<file path="config.mk">
export PLATFORM = sky130hd
export DESIGN_NAME = eftc_lane
export DESIGN_NICKNAME = d
export VERILOG_FILES = /design/src/eftc_pkg.sv /design/src/eftc_lane.sv
export SDC_FILE = /design/constraint.sdc
export NUM_CORES = 1
export LEC_CHECK = 0
export BUFFER_PORTS_ARGS = -buffer_cell sky130_fd_sc_hd__buf_4
export CORE_UTILIZATION = 55
export CTS_BUF_LIST = sky130_fd_sc_hd__clkbuf_4 sky130_fd_sc_hd__clkbuf_8
export CTS_CLUSTER_DIAMETER = 30
export DETAILED_ROUTE_END_ITERATION = 12
export PLACE_DENSITY_LB_ADDON = 0.25
export SLEW_MARGIN = 5
export SYNTH_ARGS = -nofsm -noshare
export SYNTH_HDL_FRONTEND = slang
export SYNTH_SLANG_ARGS = --single-unit
</file>
<file path="constraint.sdc">
create_clock -name clk -period 26.4 [get_ports clk]
set_input_delay 7.92 -clock clk [delete_from_list [all_inputs] [get_ports clk]]
set_output_delay 7.92 -clock clk [all_outputs]
set_load 0.01 [all_outputs]
</file>
<file path="src/eftc_pkg.sv">
`timescale 1ns / 1ps
// ----------------------------------------------------------------------------
// eftc_pkg
// Shared types, request and curve codes for the fade tween controller.
// ----------------------------------------------------------------------------
package eftc_pkg;

	localparam logic [1:0] REQ_TICK  = 2'd0;
	localparam logic [1:0] REQ_BLEND = 2'd1;
	localparam logic [1:0] REQ_TINT  = 2'd2;

	localparam logic [2:0] CURVE_SET    = 3'd0;
	localparam logic [2:0] CURVE_LINEAR = 3'd1;
	localparam logic [2:0] CURVE_COSINE = 3'd2;
	localparam logic [2:0] CURVE_SQUARE = 3'd3;
	localparam logic [2:0] CURVE_LOG    = 3'd4;

	// start request and sequencer rate for a mixing lane
	typedef struct packed {
		logic start;
		logic [15:0] rate;
	} lane_ctl_t;

endpackage

</file>
<file path="src/eftc_lane.sv">
`timescale 1ns / 1ps
// ----------------------------------------------------------------------------
// eftc_lane
// One value lane: holds start, end and current value and mixes on a rate.
// ----------------------------------------------------------------------------
module eftc_lane
	import eftc_pkg::*;
#(
	parameter logic signed [15:0] RESET_VAL = 16'sd0
) (
	input  logic               clk,
	input  logic               arst_n,
	input  lane_ctl_t          ctl,
	input  logic               jump,
	input  logic               mix_en,
	input  logic               fin,
	input  logic signed [15:0] end_in,
	output logic signed [15:0] now
);
	logic signed [15:0] start_q, end_q, now_q;
	logic signed [16:0] dlt;
	logic signed [33:0] prod;
	logic signed [19:0] sh;
	logic signed [20:0] sum;

	assign dlt  = 17'(end_q) - 17'(start_q);
	assign prod = 34'(dlt) * $signed({18'd0, ctl.rate}) + 34'sd8192;
	assign sh   = 20'(prod >>> 14);
	assign sum  = 21'(start_q) + 21'(sh);

	always_ff @(posedge clk or negedge arst_n) begin
		if (!arst_n) begin
			start_q <= RESET_VAL;
			end_q   <= RESET_VAL;
			now_q   <= RESET_VAL;
		end else if (ctl.start) begin
			end_q   <= end_in;
			start_q <= now_q;
			if (jump) now_q <= end_in;
		end else if (fin) begin
			now_q <= end_q;
		end else if (mix_en) begin
			if (sum > 21'sd32767)       now_q <= 16'sh7fff;
			else if (sum < -21'sd32768) now_q <= 16'sh8000;
			else                        now_q <= sum[15:0];
		end
	end
	assign now = now_q;
endmodule

</file>
==> results of run 1 <==
## Yosys cell counts (all sizes together), types with 11 or more instances
library cell / n / share of area [%]
inv: 373 / 9.9
dfrtp: 48 / 8.5
o21ai: 67 / 2.4
nor2: 32 / 0.85
a221o: 11 / 0.78
and2: 119 / 5.3
clkbuf: 54 / 1.4
nor2b: 31 / 1.4
nand3: 14 / 0.50
a21o: 17 / 0.90
nand2: 160 / 4.3
nand2b: 11 / 0.49
and3: 19 / 0.84
fa: 273 / 39
xor2: 22 / 1.4
a21oi: 44 / 1.6
and3b: 11 / 0.68
xnor2: 38 / 2.4
ha: 137 / 12
## routing by layer
metal / track usage (%) / up-vias
met5: 0 / -
met4: 8.96 / 0
met3: 1.76 / 72
met2: 48.1 / 194
met1: 30.5 / 5320
li1: - / 4870
## sequential cells by signal (all words and copies together), names as in the netlist
signal / flops
start_q: 16
end_q: 16
now: 16
## cells by family (layout without fill, tap and decap cells)
family	after synthesis	in the layout	synth area share, %
muxes	5	5	0.381
and+or+nand+nor	431	431	15.8
AOI/OAI and AO/OA	198	198	9.01
buffers and inverters	433	446	11.6
DFF	48	48	8.50
adders and majority gates	412	412	51.0
xor gates and xnor gates	60	60	3.72
## how the worst min path moves through the flow
stage | from | to | slack (ps) | cells past startpoint
6_report | now[7] | start_q[7] | 520 | 2
5_1_grt | now[7] | start_q[7] | 550 | 2
4_1_cts | now[7] | start_q[7] | 540 | 2
3_5_place_dp | now[1] | start_q[1] | 510 | 2
3_3_place_gp | now[15] | now[15] | 510 | 2
2_1_floorplan | end_q[15] | end_q[15] | 500 | 1
## final cells by class
class | count | area [sq um]
multi-input cells | 1106 | 11300
fillers | 2304 | 10200
inverters | 373 | 1400
flip-flops and latches | 48 | 1200
repair buffers | 65 | 488
well taps | 330 | 413
clock buffers | 7 | 96.3
clock inverters | 1 | 30.0
## metrics by stage
step	setup slack (ps)	instance area (sq um)	hold WS (ps)	utilization (%)
6_report	9580	15000	523	59.4
5_1_grt	9090	15000	550	59.4
4_1_cts	9610	15000	536	59.4
3_5_place_dp	9320	14800	513	58.9
3_3_place_gp	9440	14800	513	58.9
2_1_floorplan	10060	14100	501	-
## worst max-delay path: cells and delay by family
| kind | cells | cell delay (ps) |
|---|---|---|
| XOR/XNOR | 2 | 290 |
| AO/OA/AOI/OAI | 14 | 3350 |
| buffers and inverters | 7 | 470 |
| AND/OR/NAND/NOR | 5 | 1340 |
| adder cells (fa/ha/maj) | 8 | 3610 |
==> qor.csv, run 1 <==
metric,value,unit
CTS tree,yes,
Total Wirelength,31.4,mm
setup TNS,0,ps
H-tree Lvls,2,
initial antenna violation count,1,
most frequent cells in the layout,"inv_1 (373), fa_1 (273), nand2_1 (160)",
"Slew Viols, Final",0,
Crit Path Max Fanout,18,
1st-iter DRT viols,526,
critical path arrival,17020,ps
"Data required, critical path",26600,ps
"Warnings, synthesis",0,
sequential cell area fraction in the yosys report,8.50,%
total gr overflow,0,
Crit. End Element,flip-flop,
Post-CTS Hold Buffers,0,
"Reg clk slew, reported paths",100,ps
Fmax,59.4,MHz
worst-skew pair later-pin latency,320,ps
gpl congestion,0.854,
crit-path max cell delay,560,ps
vias in the first global route,11400,
Worst Setup EP,now[14],
CP max stage cell,or4_4,
fraction of layout cells with a size suffix above 1,6.13,%
die height,162,um
num rows,58,
postcts setup bufs,0,
Met3 Routed Length,711,um
final cell count without fillers,1930,
final worst-path cycle share,63.7,%
RR Startpoint,start_q[1],
top_reg_cell synth,dfrtp_1,
Slew Limit Headroom,32.8,%
Max Cap Viol,0,
via/cell ratio,5.42,
"commonest non-fill, non-tap cell in the layout",inv_1,
Setup crit start kind,input port,
length of routed wiring on met1,12.7,mm
I/O pin count,54,
port buffer count,53,
clk buf depth,2,
"Setup violations, final",0,
post-layout minimum cycle time,16820,ps
post-detailed-route DRC marker count,0,
Worst Tran Pin Value,1000,ps
initial cell density of the core,56.1,%
number of synthesized register bits,48,
r2r setup slk,13890,ps
WL/cell,16.3,um
Final #Nets,2047,
worst clock skew,9.34,ps
Post-synth EDFFs,0,
worst setup path startpoint,ctl[2],
Cell Count Post-Placement,1922,
metal2 WL,17.0,mm
antenna-violating nets left,0,
DIE AREA,26300,sq um
total number of vias,10500,
highest metal used,met4,
"Avg Cell Area, Syn",8.90,sq um
largest net degree at the start of global routing,69,
post-synthesis async set-or-reset flop share,100,%
Synth Net Count,2035,
r2r endpoint,now[14],
drt first pass iters,5,
Root Driver,clkbuf_8,
post-DP HPWL,26.2,mm
"Worst Path Class, Setup",input port to flip-flop,
Netlist cell types,56,
first-pass GRT wire length,53.4,mm
worst min-delay path category,flip-flop to flip-flop,
synthesized instance count,1587,
clock sink total,48,
status,"complete, no violations",
RSZ-0062 raised after global routing,false,
final hold violations,0,
Inserted Diodes,0,
PostCTS Resize Cnt,0,
path depth of the worst reg2reg path,43,
chip width,162,um
total CTS buffers,5,
Total Routing Usage GR,25.6,%
Post-Syn Area,14100,sq um
Area Overhead vs Synth,5.98,%
area of the core,25200,sq um
Power of run 1 is left out: the tool's default activity adds up to more than one toggle a clock period on the data nets, which glitch-free logic cannot reach.
==> run 2: changes to the inputs <==
- ABC_AREA: default -> 1
- clock period: 26.4 -> 14.23 ns (I/O delays scaled with it)
==> qor.csv, run 2 <==
metric,value,unit
H-tree Lvls,2,
area of the core,26300,sq um
num rows,59,
path depth of the worst reg2reg path,48,
worst-skew pair later-pin latency,310,ps
Slew Limit Headroom,21.2,%
CTS tree,yes,
WL/cell,16.8,um
failing checks,design-rule violations,
Post-CTS Hold Buffers,0,
Synth Area in Adders,48.2,%
postcts setup bufs,0,
"Avg Cell Area, Syn",7.80,sq um
crit-path max cell delay,1040,ps
r2r endpoint,now[0],
post-DP HPWL,32.7,mm
largest cells by area after synthesis,"fa_1 (37%), inv_1 (12%), ha_1 (12%), dfrtp_1 (8.1%), nand2_1 (7.5%)",
synthesized instance count,1910,
Fmax,80.0,MHz
worst clock skew,8.40,ps
Crit Path Max Fanout,15,
total gr overflow,0,
multi-input logic area,11700,sq um
Root Driver,clkbuf_8,
Yosys top cell by area,fa_1,
total number of vias,12200,
RR Startpoint,start_q[0],
"Warnings, synthesis",0,
"Slew Viols, Final",0,
family with the most delay on the worst path,adder cells,
fillers,2427,
XOR/XNOR share of the synthesized area,3.34,%
post-detailed-route DRC marker count,1,
number of synthesized register bits,48,
RSZ-0062 raised after global routing,false,
"Reg clk slew, reported paths",100,ps
Worst Tran Pin Value,1170,ps
worst min-delay path category,flip-flop to flip-flop,
initial antenna violation count,0,
clock sink total,48,
"Worst Path Class, Setup",input port to flip-flop,
fraction of layout cells with a size suffix above 1,7.31,%
r2r setup slk,3520,ps
share of the synthesized area in the top cell type,36.7,%
setup TNS,0,ps
largest family of logic cells by synthesized area,adder cells,
Setup crit start kind,input port,
post-layout minimum cycle time,12500,ps
total CTS buffers,5,
drt first pass iters,10,
chip width,167,um
most frequent cells in the layout,"inv_1 (469), nand2_1 (297), fa_1 (273)",
Final #Nets,2375,
status,"complete, but fails checks",
Netlist cell types,47,
I/O pin count,54,
Synth Net Count,2358,
Max Cap Viol,0,
most frequent cell after synthesis,inv_1,
stages on the worst setup path,36,
clk buf depth,2,
mux share of post-synthesis cell area,0,%
Worst Setup EP,now[0],
1st-iter DRT viols,946,
PostCTS Resize Cnt,0,
post-synthesis async set-or-reset flop share,100,%
buffers plus inverters on the worst setup path,6,
DIE AREA,27700,sq um
gpl congestion,0.954,
antenna-violating nets left,0,
Post-Syn Area,14900,sq um
"Data required, critical path",14440,ps
Total Wirelength,38.1,mm
"top cells by count, synth","inv_1 (469), nand2_1 (297), fa_1 (273)",
Post-synth EDFFs,0,
port buffer count,53,
Post-Synth Simple-Gate Area,18.7,%
compound-cell area share of the yosys netlist,8.24,%
Inserted Diodes,0,
largest net degree at the start of global routing,95,
Total Routing Usage GR,29.1,%
worst setup path startpoint,ctl[2],
die height,167,um
final worst-path cycle share,87.9,%
CP max stage cell,fa_1,
first-pass GRT wire length,64.1,mm
final hold violations,0,
vias in the first global route,12700,
FF/Latch Area,1200,sq um
Area Overhead vs Synth,4.87,%
critical path arrival,12710,ps
"Setup violations, final",0,
"commonest non-fill, non-tap cell in the layout",inv_1,
Crit. End Element,flip-flop,
sequential cell area fraction in the yosys report,8.07,%
top_reg_cell synth,dfrtp_1,
critical path's most frequent cell,nand2_1,
via/cell ratio,5.39,
initial cell density of the core,56.7,%
-- run 2: changes by cell type in the layout (fill, tap and decap cells not counted), moves of 12 or more --
cell,delta
a21o_1,-16
a21oi_1,+71
and2_1,-117
and3_1,-19
inv_1,+96
nand2_1,+137
nand2_2,+15
nand3_1,+29
nand3_2,+14
nor2_1,+197
nor2b_1,-31
or2_2,+12
xnor2_1,-12
-- run 2: worst reg2reg max path, delay by kind of cell (launching register included) --
kind                     cells  cell delay, ps
AO/OA/AOI/OAI                5             460
XOR/XNOR                     2             340
AND/OR/NAND/NOR             23            4050
flip-flops                   1             450
adder cells (fa/ha/maj)     10            4730
buffers and inverters        8             570
-- run 2: worst min path at each step --
stage                           from           to  slack [ps]  depth (start not counted)
after floorplan           start_q[0]   start_q[0]         480                          2
after global placement       now[12]  start_q[12]         500                          2
after detailed placement      now[3]   start_q[3]         510                          2
after CTS                     now[1]   start_q[1]         540                          2
after global routing         now[15]  start_q[15]         570                          2
final                         now[3]   start_q[3]         530                          2
-- run 2: logic make-up after synthesis --
logic type / count (synthesis)
compound gates: 220
xor+xnor: 56
fa+ha+maj: 410
buf+inv: 523
flops: 48
simple gates: 653
-- run 2: layer usage --
metal  vias up  GRT usage (%)  wire length, um
met5         -              0                0
met4         0           6.84              981
met3        60           3.52             2060
met2       354           50.3            18700
met1      6045           38.9            16300
li1       5742              -                -
-- run 2: final cells by class --
class	instances	share of cell area (%)
timing repair buffer	54	2.60
clock inverter	3	0.144
tap	335	2.68
multi-input combinational	1339	74.9
sequential	48	7.69
clock buffer	5	0.441
inverter	479	11.5
-- run 2: per-stage QoR --
step           std cells  hold slack [ps]  setup WS (ps)  area, sq um  utilization (%)
2_1_floorplan       1910              476           3150        14900                -
3_3_place_gp        2255              503           1610        15500             59.1
3_5_place_dp        2255              513           1560        15500             59.1
4_1_cts             2263              539           1880        15600             59.4
5_1_grt             2263              572           1260        15600             59.4
6_report            2263              534           1730        15600             59.4
Power of run 2 is left out for the same reason.
==> run 3: changes to the inputs <==
- ABC_AREA: 1 -> default
==> qor.csv, run 3 (same netlist as run 1, synthesis figures left out) <==
metric,value,unit
worst min-delay path category,flip-flop to flip-flop,
gpl congestion,0.857,
"Setup violations, final",0,
clk buf depth,2,
die height,162,um
Slew Limit Headroom,30.9,%
Total Routing Usage GR,25.1,%
"Slew Viols, Final",0,
Max Cap Viol,0,
total CTS buffers,5,
Area Overhead vs Synth,5.74,%
RSZ-0062 raised after global routing,false,
post-detailed-route DRC marker count,0,
H-tree Lvls,2,
status,"complete, no violations",
buffers plus inverters on the worst setup path,7,
final worst-path cycle share,92.9,%
drt first pass iters,5,
hold endpoint,now[15],
antenna-violating nets left,0,
chip width,162,um
CTS tree,yes,
I/O pin count,54,
post-DP HPWL,26.0,mm
final hold violations,0,
"Worst Path Class, Setup",input port to flip-flop,
num rows,58,
Crit. End Element,flip-flop,
Fmax,75.6,MHz
port buffer count,53,
first-pass GRT wire length,52.6,mm
RR Startpoint,start_q[1],
PostCTS Resize Cnt,0,
Inserted Diodes,0,
most frequent cells in the layout,"inv_1 (373), fa_1 (273), nand2_1 (160)",
area of the core,25200,sq um
Final #Nets,2047,
total gr overflow,0,
CP max stage cell,fa_1,
crit-path max cell delay,530,ps
initial antenna violation count,1,
worst clock skew,8.80,ps
fillers,2237,
Crit Path Max Fanout,18,
initial cell density of the core,56.1,%
worst-skew pair later-pin latency,310,ps
total number of vias,10400,
"commonest non-fill, non-tap cell in the layout",inv_1,
Root Driver,clkbuf_8,
postcts setup bufs,0,
"Data required, critical path",14430,ps
path depth of the worst reg2reg path,42,
"Reg clk slew, reported paths",80,ps
critical path arrival,13420,ps
family with the most delay on the worst path,adder cells,
r2r endpoint,now[14],
Worst Tran Pin Value,1030,ps
via/cell ratio,5.37,
vias in the first global route,11000,
WL/cell,16.0,um
1st-iter DRT viols,624,
Total Wirelength,30.8,mm
hold wc startpoint,now[15],
r2r setup slk,1730,ps
largest net degree at the start of global routing,69,
post-layout minimum cycle time,13220,ps
fraction of layout cells with a size suffix above 1,6.13,%
clock sink total,48,
hold path depth,2,
Post-CTS Hold Buffers,0,
setup TNS,0,ps
Setup crit start kind,input port,
DIE AREA,26300,sq um
==> run 3: cell count changes in the layout (fill, tap and decap cells not counted), sizes merged, moves of 31 or more <==
cell   previous run  this run
nor2            231        32
nand2           316       160
inv             476       373
nor2b             0        31
a21oi           127        44
nand3            57        14
and2              1       119
==> run 3: cell type report <==
cell class	count	area [sq um]	share of cell area, %
Clock buffer	6	82.6	0.553
Sequential cell	48	1200	8.04
Clock inverter	2	10.0	0.0670
Tap cell	330	413	2.76
Multi-Input combinational cell	1106	11300	75.9
Timing Repair Buffer	65	488	3.27
Inverter	373	1400	9.37
==> run 3: metrics by stage <==
step / cell area, sq um / hold WS, ps / instances / utilization, % / setup slack (ps)
2_1_floorplan: 14100 / 501 / 1587 / - / 1540
3_3_place_gp: 14800 / 512 / 1922 / 58.9 / 921
3_5_place_dp: 14800 / 514 / 1922 / 58.9 / 723
4_1_cts: 14900 / 534 / 1930 / 59.3 / 1030
5_1_grt: 14900 / 564 / 1930 / 59.3 / 504
6_report: 14900 / 526 / 1930 / 59.3 / 1010
==> run 3: metal layers <==
metal	track usage (%)	share of wire (%)	vias up
met4	6.52	2.2	0
met3	1.35	2.7	44
li1	-	-	4864
met2	47.2	55	195
met5	0	0	-
met1	31.1	40	5256
==> run 3: how the worst max path moves through the flow <==
stage,slack [ps],endpoint,start,depth (start not counted)
after floorplan,1540,now[4],ctl[8],35
after global placement,920,now[14],ctl[2],36
after detailed placement,720,now[14],ctl[2],35
after CTS,1030,now[14],ctl[2],36
after global routing,500,now[14],ctl[2],35
final,1010,now[14],ctl[2],35
==> run 3: worst reg2reg max path: cells and delay by family, from the launching register on <==
family	cells	cell delay, ps
compound gates	17	4550
xor+xnor	2	420
fa+ha+maj	9	4070
buf+inv	6	390
flops	1	430
simple gates	8	2530
Power of run 3 is left out for the same reason.
